`config.mk`:
```
export PLATFORM = sky130hd
export DESIGN_NAME = midpoint_line_rasterizer_unit
export DESIGN_NICKNAME = d
export VERILOG_FILES = /design/src/hdl/mlr_pkg.sv /design/src/hdl/midpoint_line_rasterizer_unit.sv /design/src/hdl/mlr_queue.sv /design/src/hdl/mlr_front.sv /design/src/hdl/mlr_walker.sv
export SDC_FILE = /design/constraint.sdc
export NUM_CORES = 1
export LEC_CHECK = 0
export ABC_AREA = 1
export ABC_CLOCK_PERIOD_IN_PS = 3690
export CORE_MARGIN = 3
export CORE_UTILIZATION = 57
export DETAILED_ROUTE_END_ITERATION = 7
export DONT_BUFFER_PORTS = 1
export PLACE_DENSITY = 0.75
export SETUP_SLACK_MARGIN = 0.5
export SYNTH_ARGS = -nofsm -noshare
export SYNTH_HDL_FRONTEND = slang
export SYNTH_SLANG_ARGS = --single-unit
```
`constraint.sdc`:
```
create_clock -name clk -period 3.69 [get_ports clk]
set_clock_uncertainty 0.2 [all_clocks]
set_input_delay 0 -clock clk [delete_from_list [all_inputs] [get_ports clk]]
set_output_delay 0 -clock clk [all_outputs]
set_load 0.05 [all_outputs]
```
`src/hdl/mlr_pkg.sv`:
```
package mlr_pkg;

	localparam int COORD_BITS_DEF  = 6;
	localparam int COLOUR_W        = 32;
	localparam int QUEUE_DEPTH_DEF = 2;

endpackage

```
`src/hdl/midpoint_line_rasterizer_unit.sv`:
```
// Midpoint line rasterizer: each command beat (start, end, colour) yields one pixel beat per
// step along the major axis, from the start point up to but not including the end point; a
// zero-length line yields nothing and the final pixel carries last_pixel. The walker produces
// one pixel per cycle unless out_ready stalls it; a line has at most 63 pixels at the default
// tile size, and the next queued line follows without a gap. Commands are classified one per
// cycle in the front end while the queue has room and wait in a two-entry queue, so new
// commands are taken while a line is still being drawn.
module midpoint_line_rasterizer_unit #(
	parameter int COORD_BITS  = mlr_pkg::COORD_BITS_DEF,
	parameter int QUEUE_DEPTH = mlr_pkg::QUEUE_DEPTH_DEF
) (
	input  logic                         clk,
	input  logic                         arst_n,
	input  logic                         in_valid,
	output logic                         in_ready,
	input  logic [COORD_BITS-1:0]        x_start,
	input  logic [COORD_BITS-1:0]        y_start,
	input  logic [COORD_BITS-1:0]        x_end,
	input  logic [COORD_BITS-1:0]        y_end,
	input  logic [mlr_pkg::COLOUR_W-1:0] pixel_colour,
	output logic                         out_valid,
	input  logic                         out_ready,
	output logic [COORD_BITS-1:0]        pixel_x,
	output logic [COORD_BITS-1:0]        pixel_y,
	output logic [mlr_pkg::COLOUR_W-1:0] colour_out,
	output logic                         last_pixel
);

	localparam int CMD_W = 3 * COORD_BITS + 3 + COORD_BITS + mlr_pkg::COLOUR_W;

	logic             f_valid;
	logic             f_ready;
	logic [CMD_W-1:0] f_data;
	logic             b_valid;
	logic             b_ready;
	logic [CMD_W-1:0] b_data;

	mlr_front #(
		.COORD_BITS(COORD_BITS),
		.CMD_W     (CMD_W)
	) u_front (
		.clk         (clk),
		.arst_n      (arst_n),
		.in_valid    (in_valid),
		.in_ready    (in_ready),
		.x_start     (x_start),
		.y_start     (y_start),
		.x_end       (x_end),
		.y_end       (y_end),
		.pixel_colour(pixel_colour),
		.cmd_valid   (f_valid),
		.cmd_ready   (f_ready),
		.cmd_data    (f_data)
	);

	mlr_queue #(
		.WIDTH(CMD_W),
		.DEPTH(QUEUE_DEPTH)
	) u_queue (
		.clk       (clk),
		.arst_n    (arst_n),
		.push_valid(f_valid),
		.push_ready(f_ready),
		.push_data (f_data),
		.pop_valid (b_valid),
		.pop_ready (b_ready),
		.pop_data  (b_data)
	);

	mlr_walker #(
		.COORD_BITS(COORD_BITS),
		.CMD_W     (CMD_W)
	) u_walker (
		.clk       (clk),
		.arst_n    (arst_n),
		.cmd_valid (b_valid),
		.cmd_ready (b_ready),
		.cmd_data  (b_data),
		.out_valid (out_valid),
		.out_ready (out_ready),
		.pixel_x   (pixel_x),
		.pixel_y   (pixel_y),
		.colour_out(colour_out),
		.last_pixel(last_pixel)
	);

endmodule

```
`src/hdl/mlr_queue.sv`:
```
module mlr_queue #(
	parameter int WIDTH = 8,
	parameter int DEPTH = mlr_pkg::QUEUE_DEPTH_DEF
) (
	input  logic             clk,
	input  logic             arst_n,
	input  logic             push_valid,
	output logic             push_ready,
	input  logic [WIDTH-1:0] push_data,
	output logic             pop_valid,
	input  logic             pop_ready,
	output logic [WIDTH-1:0] pop_data
);

	localparam int PTR_W = (DEPTH > 1) ? $clog2(DEPTH) : 1;
	localparam int CNT_W = $clog2(DEPTH + 1);
	localparam logic [PTR_W-1:0] LAST_PTR = PTR_W'(DEPTH - 1);
	localparam logic [CNT_W-1:0] FULL_CNT = CNT_W'(DEPTH);

	logic [WIDTH-1:0] mem_q [DEPTH];
	logic [PTR_W-1:0] wr_ptr_q;
	logic [PTR_W-1:0] rd_ptr_q;
	logic [CNT_W-1:0] count_q;
	logic             push;
	logic             pop;

	assign push_ready = (count_q != FULL_CNT);
	assign pop_valid  = (count_q != '0);
	assign pop_data   = mem_q[rd_ptr_q];
	assign push       = push_valid && push_ready;
	assign pop        = pop_valid && pop_ready;

	always_ff @(posedge clk or negedge arst_n) begin
		if (!arst_n) begin
			wr_ptr_q <= '0;
			rd_ptr_q <= '0;
			count_q  <= '0;
		end else begin
			if (push) begin
				wr_ptr_q <= (wr_ptr_q == LAST_PTR) ? '0 : wr_ptr_q + 1'b1;
			end
			if (pop) begin
				rd_ptr_q <= (rd_ptr_q == LAST_PTR) ? '0 : rd_ptr_q + 1'b1;
			end
			if (push && !pop) begin
				count_q <= count_q + 1'b1;
			end else if (pop && !push) begin
				count_q <= count_q - 1'b1;
			end
		end
	end

	always_ff @(posedge clk) begin
		if (push) begin
			mem_q[wr_ptr_q] <= push_data;
		end
	end

endmodule

```
`src/hdl/mlr_front.sv`:
```
module mlr_front #(
	parameter int COORD_BITS = mlr_pkg::COORD_BITS_DEF,
	parameter int CMD_W      = 3 * COORD_BITS + 3 + COORD_BITS + mlr_pkg::COLOUR_W
) (
	input  logic                         clk,
	input  logic                         arst_n,
	input  logic                         in_valid,
	output logic                         in_ready,
	input  logic [COORD_BITS-1:0]        x_start,
	input  logic [COORD_BITS-1:0]        y_start,
	input  logic [COORD_BITS-1:0]        x_end,
	input  logic [COORD_BITS-1:0]        y_end,
	input  logic [mlr_pkg::COLOUR_W-1:0] pixel_colour,
	output logic                         cmd_valid,
	input  logic                         cmd_ready,
	output logic [CMD_W-1:0]             cmd_data
);

	typedef struct packed {
		logic                         x_major;
		logic                         maj_up;
		logic                         mnr_up;
		logic [COORD_BITS-1:0]        dmaj;
		logic [COORD_BITS-1:0]        dmin;
		logic [COORD_BITS-1:0]        maj;
		logic [COORD_BITS-1:0]        mnr;
		logic [mlr_pkg::COLOUR_W-1:0] colour;
	} cmd_t;

	logic [COORD_BITS-1:0] adx;
	logic [COORD_BITS-1:0] ady;
	cmd_t                  cmd;
	cmd_t                  cmd_s1;
	logic                  valid_s1;
	logic                  accept;

	always_comb begin
		adx = (x_start > x_end) ? x_start - x_end : x_end - x_start;
		ady = (y_start > y_end) ? y_start - y_end : y_end - y_start;
		cmd.x_major = (adx > ady);
		cmd.dmaj    = cmd.x_major ? adx : ady;
		cmd.dmin    = cmd.x_major ? ady : adx;
		cmd.maj     = cmd.x_major ? x_start : y_start;
		cmd.mnr     = cmd.x_major ? y_start : x_start;
		cmd.maj_up  = cmd.x_major ? (x_end > x_start) : (y_end > y_start);
		cmd.mnr_up  = cmd.x_major ? (y_end > y_start) : (x_end > x_start);
		cmd.colour  = pixel_colour;
	end

	// Zero-length lines are taken and dropped here.
	assign in_ready  = !valid_s1 || cmd_ready;
	assign accept    = in_valid && in_ready;
	assign cmd_valid = valid_s1;
	assign cmd_data  = cmd_s1;

	always_ff @(posedge clk or negedge arst_n) begin
		if (!arst_n) begin
			valid_s1 <= 1'b0;
		end else if (in_ready) begin
			valid_s1 <= accept && (cmd.dmaj != '0);
		end
	end

	always_ff @(posedge clk) begin
		if (accept) begin
			cmd_s1 <= cmd;
		end
	end

endmodule

```
`src/hdl/mlr_walker.sv`:
```
module mlr_walker #(
	parameter int COORD_BITS = mlr_pkg::COORD_BITS_DEF,
	parameter int CMD_W      = 3 * COORD_BITS + 3 + COORD_BITS + mlr_pkg::COLOUR_W
) (
	input  logic                         clk,
	input  logic                         arst_n,
	input  logic                         cmd_valid,
	output logic                         cmd_ready,
	input  logic [CMD_W-1:0]             cmd_data,
	output logic                         out_valid,
	input  logic                         out_ready,
	output logic [COORD_BITS-1:0]        pixel_x,
	output logic [COORD_BITS-1:0]        pixel_y,
	output logic [mlr_pkg::COLOUR_W-1:0] colour_out,
	output logic                         last_pixel
);

	localparam int ERR_W = COORD_BITS + 3;

	typedef struct packed {
		logic                         x_major;
		logic                         maj_up;
		logic                         mnr_up;
		logic [COORD_BITS-1:0]        dmaj;
		logic [COORD_BITS-1:0]        dmin;
		logic [COORD_BITS-1:0]        maj;
		logic [COORD_BITS-1:0]        mnr;
		logic [mlr_pkg::COLOUR_W-1:0] colour;
	} cmd_t;

	cmd_t                     in_cmd;
	cmd_t                     cur_q;
	logic [COORD_BITS-1:0]    rem_q;
	logic signed [ERR_W-1:0]  err_q;
	logic signed [ERR_W-1:0]  err_sum;
	logic signed [ERR_W-1:0]  dmaj_ext;
	logic signed [ERR_W-1:0]  dmaj2_ext;
	logic signed [ERR_W-1:0]  dmin2_ext;
	logic                     busy_q;
	logic                     out_valid_q;
	logic                     adv;
	logic                     is_last;
	logic                     load;
	logic                     mnr_step;

	assign in_cmd = cmd_t'(cmd_data);

	always_comb begin
		dmaj_ext  = {3'b000, cur_q.dmaj};
		dmaj2_ext = {2'b00, cur_q.dmaj, 1'b0};
		dmin2_ext = {2'b00, cur_q.dmin, 1'b0};
		err_sum   = err_q + dmin2_ext;
		mnr_step  = (err_sum >= dmaj_ext);
		adv       = busy_q && (!out_valid_q || out_ready);
		is_last   = (rem_q == COORD_BITS'(1));
		load      = cmd_valid && (!busy_q || (adv && is_last));
	end

	assign cmd_ready = load;
	assign out_valid = out_valid_q;

	always_ff @(posedge clk or negedge arst_n) begin
		if (!arst_n) begin
			busy_q      <= 1'b0;
			out_valid_q <= 1'b0;
		end else begin
			if (adv) begin
				out_valid_q <= 1'b1;
			end else if (out_ready) begin
				out_valid_q <= 1'b0;
			end
			if (load) begin
				busy_q <= 1'b1;
			end else if (adv && is_last) begin
				busy_q <= 1'b0;
			end
		end
	end

	always_ff @(posedge clk) begin
		if (adv) begin
			pixel_x    <= cur_q.x_major ? cur_q.maj : cur_q.mnr;
			pixel_y    <= cur_q.x_major ? cur_q.mnr : cur_q.maj;
			colour_out <= cur_q.colour;
			last_pixel <= is_last;
		end
		if (load) begin
			cur_q <= in_cmd;
			rem_q <= in_cmd.dmaj;
			err_q <= '0;
		end else if (adv) begin
			rem_q     <= rem_q - 1'b1;
			cur_q.maj <= cur_q.maj_up ? cur_q.maj + 1'b1 : cur_q.maj - 1'b1;
			if (mnr_step) begin
				cur_q.mnr <= cur_q.mnr_up ? cur_q.mnr + 1'b1 : cur_q.mnr - 1'b1;
				err_q     <= err_sum - dmaj2_ext;
			end else begin
				err_q <= err_sum;
			end
		end
	end

endmodule

```
==> results of run 1 <==
[through the flow]
| stage | area [µm²] | power (mW) | instances | hold slack, ns | worst slack (ns) |
|---|---|---|---|---|---|
| after floorplan | 13240 | 9.678 | 1126 | -0.4956 | 0.6762 |
| after global placement | 13660 | 10.78 | 1402 | -0.4953 | 0.5491 |
| after detailed placement | 13660 | 10.96 | 1402 | -0.4952 | 0.5096 |
| after CTS | 15720 | 14.06 | 1570 | 0.003655 | 0.5354 |
| after global routing | 15860 | 15.12 | 1574 | 0.02483 | 0.4773 |
| final | 15860 | 14.20 | 1574 | -0.03917 | 0.6582 |
[final timing paths]
check,to,startpoint
min in group asynchronous,u_queue.count_q[1],arst_n
worst min register to register,u_walker.colour_out[9],u_walker.cur_q[9]
worst max-delay path,u_walker.cur_q[34],u_walker.cur_q[46]
worst min-delay path,u_front.cmd_valid,x_end[1]
worst max register to register,u_walker.cur_q[34],u_walker.cur_q[46]
max in group asynchronous,u_queue.rd_ptr_q,arst_n
[sequential cells by signal (all words and copies together), names as in the netlist]
register,cells
u_queue.mem_q,118
u_front.cmd_data,59
u_walker.cur_q,59
u_walker.colour_out,32
u_walker.err_q,8
u_walker.pixel_x,6
u_walker.pixel_y,6
u_walker.rem_q,6
u_queue.count_q,2
u_front.cmd_valid,1
u_queue.rd_ptr_q,1
u_queue.wr_ptr_q,1
u_walker.busy_q,1
u_walker.last_pixel,1
u_walker.out_valid,1
[what timing repair did]
| action | 4_1_cts | 5_1_grt |
|---|---|---|
| hold buffers | 112 | 0 |
| resized for setup | 0 | 23 |
| setup buffers | 0 | 4 |
| setup endpoints to repair | 0 | 24 |
| endpoints found under the hold margin | 128 | 0 |
[Yosys cell counts, types with 4 or more instances]
library cell / n / area [µm²]
sky130_fd_sc_hd__nand2_1: 344 / 1291
sky130_fd_sc_hd__edfxtp_1: 287 / 8618
sky130_fd_sc_hd__inv_1: 114 / 427.9
sky130_fd_sc_hd__ha_1: 58 / 725.7
sky130_fd_sc_hd__nand3_1: 51 / 255.2
sky130_fd_sc_hd__nor2_1: 49 / 183.9
sky130_fd_sc_hd__o21ai_0: 45 / 225.2
sky130_fd_sc_hd__a21oi_1: 41 / 205.2
sky130_fd_sc_hd__xor2_1: 21 / 183.9
sky130_fd_sc_hd__clkbuf_1: 12 / 45.04
sky130_fd_sc_hd__a31oi_1: 11 / 68.82
sky130_fd_sc_hd__nand2_2: 10 / 62.56
sky130_fd_sc_hd__buf_2: 9 / 45.04
sky130_fd_sc_hd__dfxtp_1: 8 / 160.2
sky130_fd_sc_hd__fa_1: 8 / 160.2
sky130_fd_sc_hd__nand4_1: 8 / 50.05
sky130_fd_sc_hd__dfrtp_1: 7 / 175.2
sky130_fd_sc_hd__xnor2_1: 7 / 61.31
sky130_fd_sc_hd__inv_2: 4 / 15.01
[logic make-up after synthesis]
| family | count (synthesis) |
|---|---|
| AOI/OAI and AO/OA | 108 |
| xor gates and xnor gates | 28 |
| adders and majority gates | 66 |
| buffers and inverters | 145 |
| DFF | 302 |
| and+or+nand+nor | 477 |
[power by group]
group	total (mW)	switching [mW]	internal [mW]	leakage, nW
combinational	4.76	3.03	1.73	3.23
clock	2.88	1.22	1.66	0.459
sequential	6.57	1.10	5.47	2.87
[metal layers]
metal	share of wire	GRT usage	wire, µm
met1	0.42	0.2858	11360
met2	0.50	0.3733	13690
met3	0.052	0.02881	1413
met4	0.028	0.05940	750
met5	0	0	0
[area by class of cell]
cell class,count,area (µm²)
clock inverter,14,105.1
sequential,302,8955
clock buffer,42,837.1
fill,1552,6852
timing repair buffer,133,1331
multi-input combinational,679,3826
inverter,119,446.7
tap,285,356.6
[worst max-delay path, cell delays in order (launching register included)]
cell	delay (ns)
sky130_fd_sc_hd__edfxtp_1	0.37
sky130_fd_sc_hd__ha_1	0.34
sky130_fd_sc_hd__a21oi_1	0.14
sky130_fd_sc_hd__nand2_1	0.12
sky130_fd_sc_hd__xor2_1	0.34
sky130_fd_sc_hd__ha_1	0.32
sky130_fd_sc_hd__nand2_1	0.07
sky130_fd_sc_hd__inv_1	0.05
sky130_fd_sc_hd__nand2_1	0.05
sky130_fd_sc_hd__and2_1	0.11
sky130_fd_sc_hd__nand2_1	0.06
sky130_fd_sc_hd__a21oi_1	0.15
sky130_fd_sc_hd__nand3_1	0.11
sky130_fd_sc_hd__nand2_1	0.11
sky130_fd_sc_hd__o21ai_0	0.08
sky130_fd_sc_hd__buf_4	0.19
==> flow_summary.ini, run 1 <==
[run_status]
outcome = finished, violations left
violated_checks = negative hold slack

[detailed_routing]
drt_wl_total_mm = 27.22
vias_per_cell = 5.364
detailroute.via_count = 8443
drcViolationCount = 0
post_drt_wl_per_cell_um = 17.29
postRouteAntennaNets = 0
drt_first_iter_violations = 648
drt_pass1_iterations = 8

[power_and_ir_drop]
leakage_nw = 6.560
cellPowerDensity_mw_per_mm2 = 895.6
worst_ir_drop_vdd_v = 0.0005751

[synth]
yosys.area_share.adder = 0.06691
syn-cell-area_mm2 = 0.01324
synth_compound_gate_area_share = 0.04451
synth_top_flop_cell = sky130_fd_sc_hd__edfxtp_1
synth-async-reset-ratio = 0.02318
synth.avg_cell_area_um2 = 11.76
post_synthesis_share_of_cell_area_spent_on_xor_and_xnor_gates = 0.01852
synth.net_count = 1252
synth_top_family_by_area = simple AND/OR/NAND/NOR gates
synth_seq_area_share = 0.6763
post_synth_and_or_nand_nor_area_fraction = 0.1512
synthesis.yosys.warnings = 0
synth_cells = 1126
synth_mux_area_frac = 0
synth_edf_count = 287
synth_cell_types = 39
synth-seq-cells = 302

[die]
coreArea_mm2 = 0.02271
fp.dieArea_mm2 = 0.02509
fp.dieH_um = 158.4
io_pins = 107
floorplan.die.width_um = 158.4
initial_util = 0.5830
rows = 55

[final_layout]
area_delta_synth_final_pct = 19.78
utilization = 0.6983
most_frequent_standard_cell_in_the_layout_excluding_fill_and_tap_cells = sky130_fd_sc_hd__nand2_1
mostFrequentLayoutCells = sky130_fd_sc_hd__nand2_1 (342), sky130_fd_sc_hd__edfxtp_1 (287), sky130_fd_sc_hd__inv_1 (112)
drive_gt1_frac = 0.08922
antennaDiodeCount = 0
finish.net_count = 1391

[clock_network]
cts.clk_slew.worst_paths_ns = 0.06
clock_latency_ns = 0.54
cts-htree-levels = 1
cts_tree = built
tritoncts.num_buffers = 30
clock-root-buffer = sky130_fd_sc_hd__clkbuf_16
clock_sink_count = 302
cts-root-to-sink-buffers = 3

[critical_path]
worst_r2r_path_depth = 15
r2r_setup_slack_ns = 0.66
path_type_of_the_worst_setup_path = reg2reg
critical_path.startpoint_type = register
cp-end-kind = register
cp.arrival_ns = 3.13
crit_required_ns = 3.79
timing.critical_path.fanout_max = 6

[grt]
grt_first_pass_wirelength_mm = 42.39
grt_antenna_before_repair = 0
grt_overflow_total = 0
grt_start_max_net_pins = 61
grt_pass1_vias = 8429
global_route.usage.total = 0.2143

[timing]
final.min_clock_period_ns = 3.032
timing.final.crit_share = 0.8216
finalHoldWorstSlack_ns = -0.03917
slew_headroom = 0.1976
setup_total_negative_slack_ns = 0
tightest_slew_ns = 1.202
timing.fmax_mhz = 329.8
hold_viol_final = 2
final_max_slew_viol_count = 0
report.final.setup_viol = 0
rsz0062_at_grt = true

[placed_design]
place.gp.congestion = 0.8933
io_buffer_count = 0
dp.final_hpwl_mm = 16.19

[run]
max-cap-violations = 0

[hold_path]
hold-path-cell-count = 9
hold_path.class = in2reg
Note: power is estimated with default switching activity, not from simulation.
==> inputs of run 2 (changes only) <==
--- a/config.mk
+++ b/config.mk
@@ -5,13 +5,13 @@
 export SDC_FILE = /design/constraint.sdc
 export NUM_CORES = 1
 export LEC_CHECK = 0
-export ABC_AREA = 1
-export ABC_CLOCK_PERIOD_IN_PS = 3690
+export ABC_AREA = 0
+export ABC_CLOCK_PERIOD_IN_PS = 2930
 export CORE_MARGIN = 3
-export CORE_UTILIZATION = 57
+export CORE_UTILIZATION = 60
 export DETAILED_ROUTE_END_ITERATION = 7
 export DONT_BUFFER_PORTS = 1
-export PLACE_DENSITY = 0.75
+export PLACE_DENSITY = 0.76
 export SETUP_SLACK_MARGIN = 0.5
 export SYNTH_ARGS = -nofsm -noshare
 export SYNTH_HDL_FRONTEND = slang
==> constraint.sdc (replaced) <==
create_clock -name clk -period 2.93 [get_ports clk]
set_clock_uncertainty 0.2 [all_clocks]
set_input_delay 0 -clock clk [delete_from_list [all_inputs] [get_ports clk]]
set_output_delay 0 -clock clk [all_outputs]
set_load 0.05 [all_outputs]
==> flow_summary.ini, run 2 <==
[critical_path]
critical_path.startpoint_type = primary input
cp-end-kind = register
r2r_start = u_walker.cur_q[44]
worst_r2r_path_depth = 15
r2r_setup_slack_ns = -0.33
crit-reg2reg-capture = u_walker.err_q[7]
path_type_of_the_worst_setup_path = in2reg
timing.critical_path.fanout_max = 5
crit_required_ns = 3.17
critPathLaunch = x_start[0]
timing.critical_path.to = u_front.cmd_valid
cp.arrival_ns = 3.96

[placed_design]
pre_cts_ws_ns = -1.315
dp.final_hpwl_mm = 18.01
number_of_placed_instances_taps_included = 1204
io_buffer_count = 0
placement_stage_cell_area_mm2 = 0.01422
place.gp.congestion = 0.9005

[synth]
synth_cell_types = 65
yosysMostFrequentCell = sky130_fd_sc_hd__edfxtp_1
synth_top_flop_cell = sky130_fd_sc_hd__edfxtp_1
syn-cell-area_mm2 = 0.01300
synth.net_count = 969
synth-seq-cells = 302
synth.area.top_cells = sky130_fd_sc_hd__edfxtp_1 (66%), sky130_fd_sc_hd__mux2_2 (5.7%), sky130_fd_sc_hd__ha_1 (5.6%)
synth_cells = 843
synth.top_cell.area_share = 0.6631
synth-async-reset-ratio = 0.02318
synth_edf_count = 287
synth_largest_area_cell = sky130_fd_sc_hd__edfxtp_1
netlist_top_cells_count = sky130_fd_sc_hd__edfxtp_1 (287), sky130_fd_sc_hd__inv_1 (69), sky130_fd_sc_hd__mux2_2 (66)
synthesis.yosys.warnings = 0
synth.avg_cell_area_um2 = 15.42
synth_seq_area_share = 0.6889

[final_layout]
most_frequent_standard_cell_in_the_layout_excluding_fill_and_tap_cells = sky130_fd_sc_hd__edfxtp_1
area_delta_synth_final_pct = 28.68
antennaDiodeCount = 0
finish.net_count = 1202
drive_gt1_frac = 0.3197
top_register = u_queue.mem_q
largest_reg_flops = 118
layout.cell_area.non_filler_mm2 = 0.01672
final-instance-count-excl-fill = 1373
mostFrequentLayoutCells = sky130_fd_sc_hd__edfxtp_1 (287), sky130_fd_sc_hd__buf_4 (116), sky130_fd_sc_hd__dlygate4sd3_1 (78)

[power_and_ir_drop]
post-layout-total-power_mw = 16.37
leakage_nw = 6.419
cellPowerDensity_mw_per_mm2 = 978.7
worst_ir_drop_vdd_v = 0.0006689

[clock_network]
clock-root-buffer = sky130_fd_sc_hd__clkbuf_16
cts.clk_slew.worst_paths_ns = 0.06
tritoncts.num_buffers = 29
clock_latency_ns = 0.56
cts_hold_repair.buffers = 78
clock_sink_count = 302
cts_tree = built
cts-root-to-sink-buffers = 3
cts-htree-levels = 1

[die]
coreArea_mm2 = 0.02115
initial_util = 0.6144
floorplan.die.width_um = 153.2
fp.dieH_um = 153.2
rows = 53
io_pins = 107
fp.dieArea_mm2 = 0.02346

[detailed_routing]
vias_per_cell = 5.734
drcViolationCount = 0
postRouteAntennaNets = 0
detailroute.via_count = 7873
drt_pass1_iterations = 5
drt_first_iter_violations = 571
post_drt_wl_per_cell_um = 21.47
drt_wl_total_mm = 29.48

[timing]
finalHoldWorstSlack_ns = -0.5642
setup_ws_ns = -0.7846
final.min_clock_period_ns = 3.715
slew_headroom = 0.4239
timing.fmax_mhz = 269.2
final_max_slew_viol_count = 0
timing.final.crit_share = 1.268
hold_viol_final = 12
tightest_slew_ns = 0.8507
report.final.setup_viol = 42
rsz0062_at_grt = true

[hold_path]
hold_path.class = in2reg

[grt]
grt_antenna_before_repair = 0
global_route.usage.total = 0.2398
grt_start_max_net_pins = 43
grt_overflow_total = 0
grt_first_pass_wirelength_mm = 44.31
grt_pass1_vias = 8230

[run]
max-cap-violations = 0

[run_status]
outcome = finished, violations left
violated_checks = negative hold slack, negative setup slack
## run 2: cell count changes after synthesis, moves of 13 or more
cell	delta
sky130_fd_sc_hd__xnor2_1	+13
sky130_fd_sc_hd__mux2_2	+66
sky130_fd_sc_hd__o21ai_0	-18
sky130_fd_sc_hd__nand3_1	-44
sky130_fd_sc_hd__mux2i_1	+29
sky130_fd_sc_hd__nand2_1	-308
sky130_fd_sc_hd__inv_1	-45
## run 2: worst max-delay path: stages
cell and delay [ns]:
sky130_fd_sc_hd__clkinv_16 0.03, sky130_fd_sc_hd__ha_4 0.13, sky130_fd_sc_hd__inv_4 0.03, sky130_fd_sc_hd__fa_2 0.36
sky130_fd_sc_hd__a211oi_4 0.30, sky130_fd_sc_hd__o21ai_2 0.12, sky130_fd_sc_hd__a221oi_2 0.28, sky130_fd_sc_hd__o22ai_2 0.15
sky130_fd_sc_hd__a21oi_2 0.19, sky130_fd_sc_hd__o21ai_1 0.09, sky130_fd_sc_hd__xnor2_1 0.23, sky130_fd_sc_hd__inv_1 0.11
sky130_fd_sc_hd__ha_4 0.22, sky130_fd_sc_hd__nand4_1 0.12, sky130_fd_sc_hd__a21oi_2 0.04, sky130_fd_sc_hd__o32a_1 0.43
sky130_fd_sc_hd__buf_6 0.19, sky130_fd_sc_hd__mux2i_4 0.20, sky130_fd_sc_hd__or3_1 0.38, sky130_fd_sc_hd__o32a_1 0.36
## run 2: layout make-up
| class | instances | area [µm²] |
|---|---|---|
| timing repair buffer | 223 | 2047 |
| fill | 1097 | 4429 |
| sequential | 302 | 8955 |
| clock inverter | 19 | 202.7 |
| tap | 275 | 344.1 |
| timing repair inverter | 1 | 5.005 |
| clock buffer | 34 | 764.5 |
| inverter | 70 | 305.3 |
| multi-input combinational | 449 | 4101 |
## run 2: repair_timing
item	in CTS	in global routing
setup buffers	15	21
cloned	1	1
setup endpoints to repair	83	71
pin swaps	22	26
hold endpoints to repair	122	12
resized for setup	61	54
## run 2: worst min-delay path by stage
| stage | from | end | depth (start not counted) |
|---|---|---|---|
| after floorplan | arst_n | u_front.cmd_valid | 0 |
| after global placement | arst_n | u_queue.wr_ptr_q | 0 |
| after detailed placement | arst_n | u_queue.count_q[0] | 0 |
| after CTS | y_start[5] | u_front.cmd_data[37] | 2 |
| after global routing | y_start[0] | u_front.cmd_data[32] | 2 |
| final | y_start[0] | u_front.cmd_data[32] | 2 |
## run 2: logic make-up (layout without fill, tap and decap cells)
kind of cell / count (synthesis) / count (layout) / share of synthesized area
flip-flops: 302 / 302 / 0.6889
buffers and inverters: 92 / 347 / 0.02811
adder cells (fa/ha/maj): 66 / 66 / 0.06816
AO/OA/AOI/OAI: 134 / 134 / 0.06739
multiplexers: 97 / 97 / 0.08240
AND/OR/NAND/NOR: 119 / 119 / 0.04226
XOR/XNOR: 33 / 33 / 0.02282
## run 2: power by group
group	total [mW]	internal, mW	switching (mW)
Clock	3.76	2.15	1.61
Sequential	6.93	6.21	0.720
Combinational	5.68	2.82	2.86
Total	16.4	11.2	5.19
## run 2: stage by stage
| stage | hold slack, ns | setup TNS (ns) | util |
|---|---|---|---|
| 3_5_place_dp | -0.4954 | -26.54 | 0.6723 |
| 3_3_place_gp | -0.4954 | -20.53 | 0.6723 |
| 6_report | -0.5642 | -16.28 | 0.7906 |
| 5_1_grt | -0.5633 | -22.65 | 0.7906 |
| 4_1_cts | -0.5622 | -7.048 | 0.7722 |
| 2_1_floorplan | -0.4956 | -15.52 | - |
## run 2: metal layers
| metal | vias up | GRT usage | wire (µm) |
|---|---|---|---|
| li1 | 3593 | - | - |
| met4 | 0 | 0.08443 | 1103 |
| met3 | 86 | 0.04105 | 1755 |
| met1 | 3883 | 0.2942 | 10960 |
| met5 | - | 0 | 0 |
| met2 | 311 | 0.4305 | 15660 |
==> inputs of run 3 (changes only) <==
--- a/config.mk
+++ b/config.mk
@@ -6,12 +6,12 @@
 export NUM_CORES = 1
 export LEC_CHECK = 0
 export ABC_AREA = 0
-export ABC_CLOCK_PERIOD_IN_PS = 2930
+export ABC_CLOCK_PERIOD_IN_PS = 3300
 export CORE_MARGIN = 3
-export CORE_UTILIZATION = 60
+export CORE_UTILIZATION = 57
 export DETAILED_ROUTE_END_ITERATION = 7
 export DONT_BUFFER_PORTS = 1
-export PLACE_DENSITY = 0.76
+export PLACE_DENSITY = 0.75
 export SETUP_SLACK_MARGIN = 0.5
 export SYNTH_ARGS = -nofsm -noshare
 export SYNTH_HDL_FRONTEND = slang
==> constraint.sdc (replaced) <==
create_clock -name clk -period 3.3 [get_ports clk]
set_clock_uncertainty 0.2 [all_clocks]
set_input_delay 0 -clock clk [delete_from_list [all_inputs] [get_ports clk]]
set_output_delay 0 -clock clk [all_outputs]
set_load 0.05 [all_outputs]
==> flow_summary.ini, run 3 (same netlist as run 2, synthesis figures left out) <==
[timing]
timing.final.crit_share = 1.109
final.min_clock_period_ns = 3.659
setup_ws_ns = -0.3591
rsz0062_at_grt = true
tightest_slew_ns = 0.6686
report.final.setup_viol = 20
slew_headroom = 0.5427
finalHoldWorstSlack_ns = -0.5323
timing.fmax_mhz = 273.3
hold_viol_final = 13
final_max_slew_viol_count = 0

[critical_path]
critical_path_s_largest_stage_delay_ns = 0.39
crit_required_ns = 3.52
timing.critical_path.cells = clkinv_16 > ha_4 > inv_4 > fa_2 > a211oi_2 > o21ai_2 > a221oi_2 > o22ai_2 > buf_4 > buf_4 > xnor2_2 > inv_1 > ha_1 > nand4_1 > a21oi_2 > o32a_1 > buf_6 > mux2i_2 > or3_1 > o32a_1
cpMaxStageDelayCell = sky130_fd_sc_hd__o32a_1
critical_path.startpoint_type = primary input
timing.critical_path.fanout_max = 10
path_type_of_the_worst_setup_path = in2reg
cp.arrival_ns = 3.88
cp-end-kind = register

[clock_network]
cts_hold_repair.buffers = 74
clock_latency_ns = 0.54
cts-htree-levels = 1
cts.clk_slew.worst_paths_ns = 0.06
clock-root-buffer = sky130_fd_sc_hd__clkbuf_16
cts-root-to-sink-buffers = 3
tritoncts.num_buffers = 29
clock_sink_count = 302
cts_tree = built

[final_layout]
layout.cell_area.non_filler_mm2 = 0.01640
mostFrequentLayoutCells = sky130_fd_sc_hd__edfxtp_1 (287), sky130_fd_sc_hd__buf_4 (92), sky130_fd_sc_hd__dlygate4sd3_1 (74)
top_register = u_queue.mem_q
most_frequent_standard_cell_in_the_layout_excluding_fill_and_tap_cells = sky130_fd_sc_hd__edfxtp_1
final-instance-count-excl-fill = 1339
area_delta_synth_final_pct = 26.16
utilization = 0.7422
drive_gt1_frac = 0.2975
finish.net_count = 1163
largest_reg_flops = 118
antennaDiodeCount = 0

[power_and_ir_drop]
netSwitchingPower_mw = 4.403
sw_frac_of_total = 0.3132
worst_ir_drop_vdd_v = 0.0007256
intPower_mw = 9.654
pwr-share-seq = 0.434
portion_of_total_power_attributed_to_the_clock_network = 0.222
p_comb_frac = 0.345
cellPowerDensity_mw_per_mm2 = 857.2
leakage_nw = 6.167

[die]
fp.dieH_um = 157.0
rows = 54
coreArea_mm2 = 0.02209
initial_util = 0.5883
io_pins = 107
fp.dieArea_mm2 = 0.02465
floorplan.die.width_um = 157.0

[detailed_routing]
drt_pass1_iterations = 6
detailroute.via_count = 7450
post_drt_wl_per_cell_um = 19.78
vias_per_cell = 5.564
postRouteAntennaNets = 0
drcViolationCount = 0
drt_wl_total_mm = 26.48
drt_first_iter_violations = 426

[placed_design]
number_of_placed_instances_taps_included = 1190
io_buffer_count = 0
placement_stage_cell_area_mm2 = 0.01408
place.gp.congestion = 0.9708
dp.final_hpwl_mm = 16.47
pre_cts_ws_ns = -0.9191

[hold_path]
hold_path.class = in2reg

[grt]
grt_first_pass_wirelength_mm = 41.72
grt_start_max_net_pins = 45
global_route.usage.total = 0.2148
grt_pass1_vias = 7872
grt_antenna_before_repair = 0
grt_overflow_total = 0

[run_status]
outcome = finished, violations left
violated_checks = negative hold slack, negative setup slack

[run]
max-cap-violations = 0
-- run 3: path summary, 6_finish.rpt --
check	startpoint	endpoint	slack (ns)	cells past startpoint
setup / recovery	x_start[0]	u_front.cmd_valid	-0.36	20
hold / removal	y_start[2]	u_front.cmd_data[34]	-0.53	2
setup reg to reg	u_walker.cur_q[44]	u_walker.err_q[3]	0.20	13
hold reg to reg	u_walker.cur_q[15]	u_walker.colour_out[15]	0.21	0
min in group asynchronous	arst_n	u_queue.count_q[0]	0.21	2
max in group asynchronous	arst_n	u_queue.rd_ptr_q	2.37	2
-- run 3: through the flow --
stage,hold WS (ns),power [mW],TNS [ns]
CTS,-0.5624,13.62,-0.3822
finish,-0.5323,14.06,-1.854
global route,-0.5602,14.73,-3.103
floorplan,-0.4956,8.599,-5.219
detailed placement,-0.4953,9.741,-14.13
global placement,-0.4953,9.492,-10.70
-- run 3: routing by layer --
| metal | track usage | wire length (µm) |
|---|---|---|
| met1 | 0.2810 | 10840 |
| met2 | 0.3767 | 13950 |
| met3 | 0.03794 | 1161 |
| met4 | 0.05252 | 535 |
| met5 | 0 | 0 |
-- run 3: power by group through the flow --
stage	clock network (mW)	registers [mW]	logic, mW
CTS	3.16	6.09	4.37
finish	3.11	6.10	4.84
global placement	0	6.07	3.42
floorplan	0	5.98	2.62
detailed placement	0	6.16	3.58
global route	3.33	6.18	5.22
-- run 3: critical path, delay by kind of cell --
family	cells	cell delay, ns
adders and majority gates	3	0.79
and+or+nand+nor	2	0.54
muxes	1	0.16
AOI/OAI and AO/OA	7	1.58
xor gates and xnor gates	1	0.18
buffers and inverters	6	0.61
-- run 3: area by class of cell --
type                            instances  area, µm²
Inverter                               70      291.5
Timing Repair Buffer                  185       1729
Clock inverter                         21      160.2
Fill cell                            1284       5695
Clock buffer                           32      737.0
Tap cell                              280      350.3
Sequential cell                       302       8955
Multi-Input combinational cell        449       4175
-- run 3: repair_timing --
action,4_1_cts,5_1_grt
hold endpoints to repair,122,12
resized for setup,78,30
setup endpoints to repair,42,42
cloned,0,1
setup buffers,12,9
pin swaps,26,14
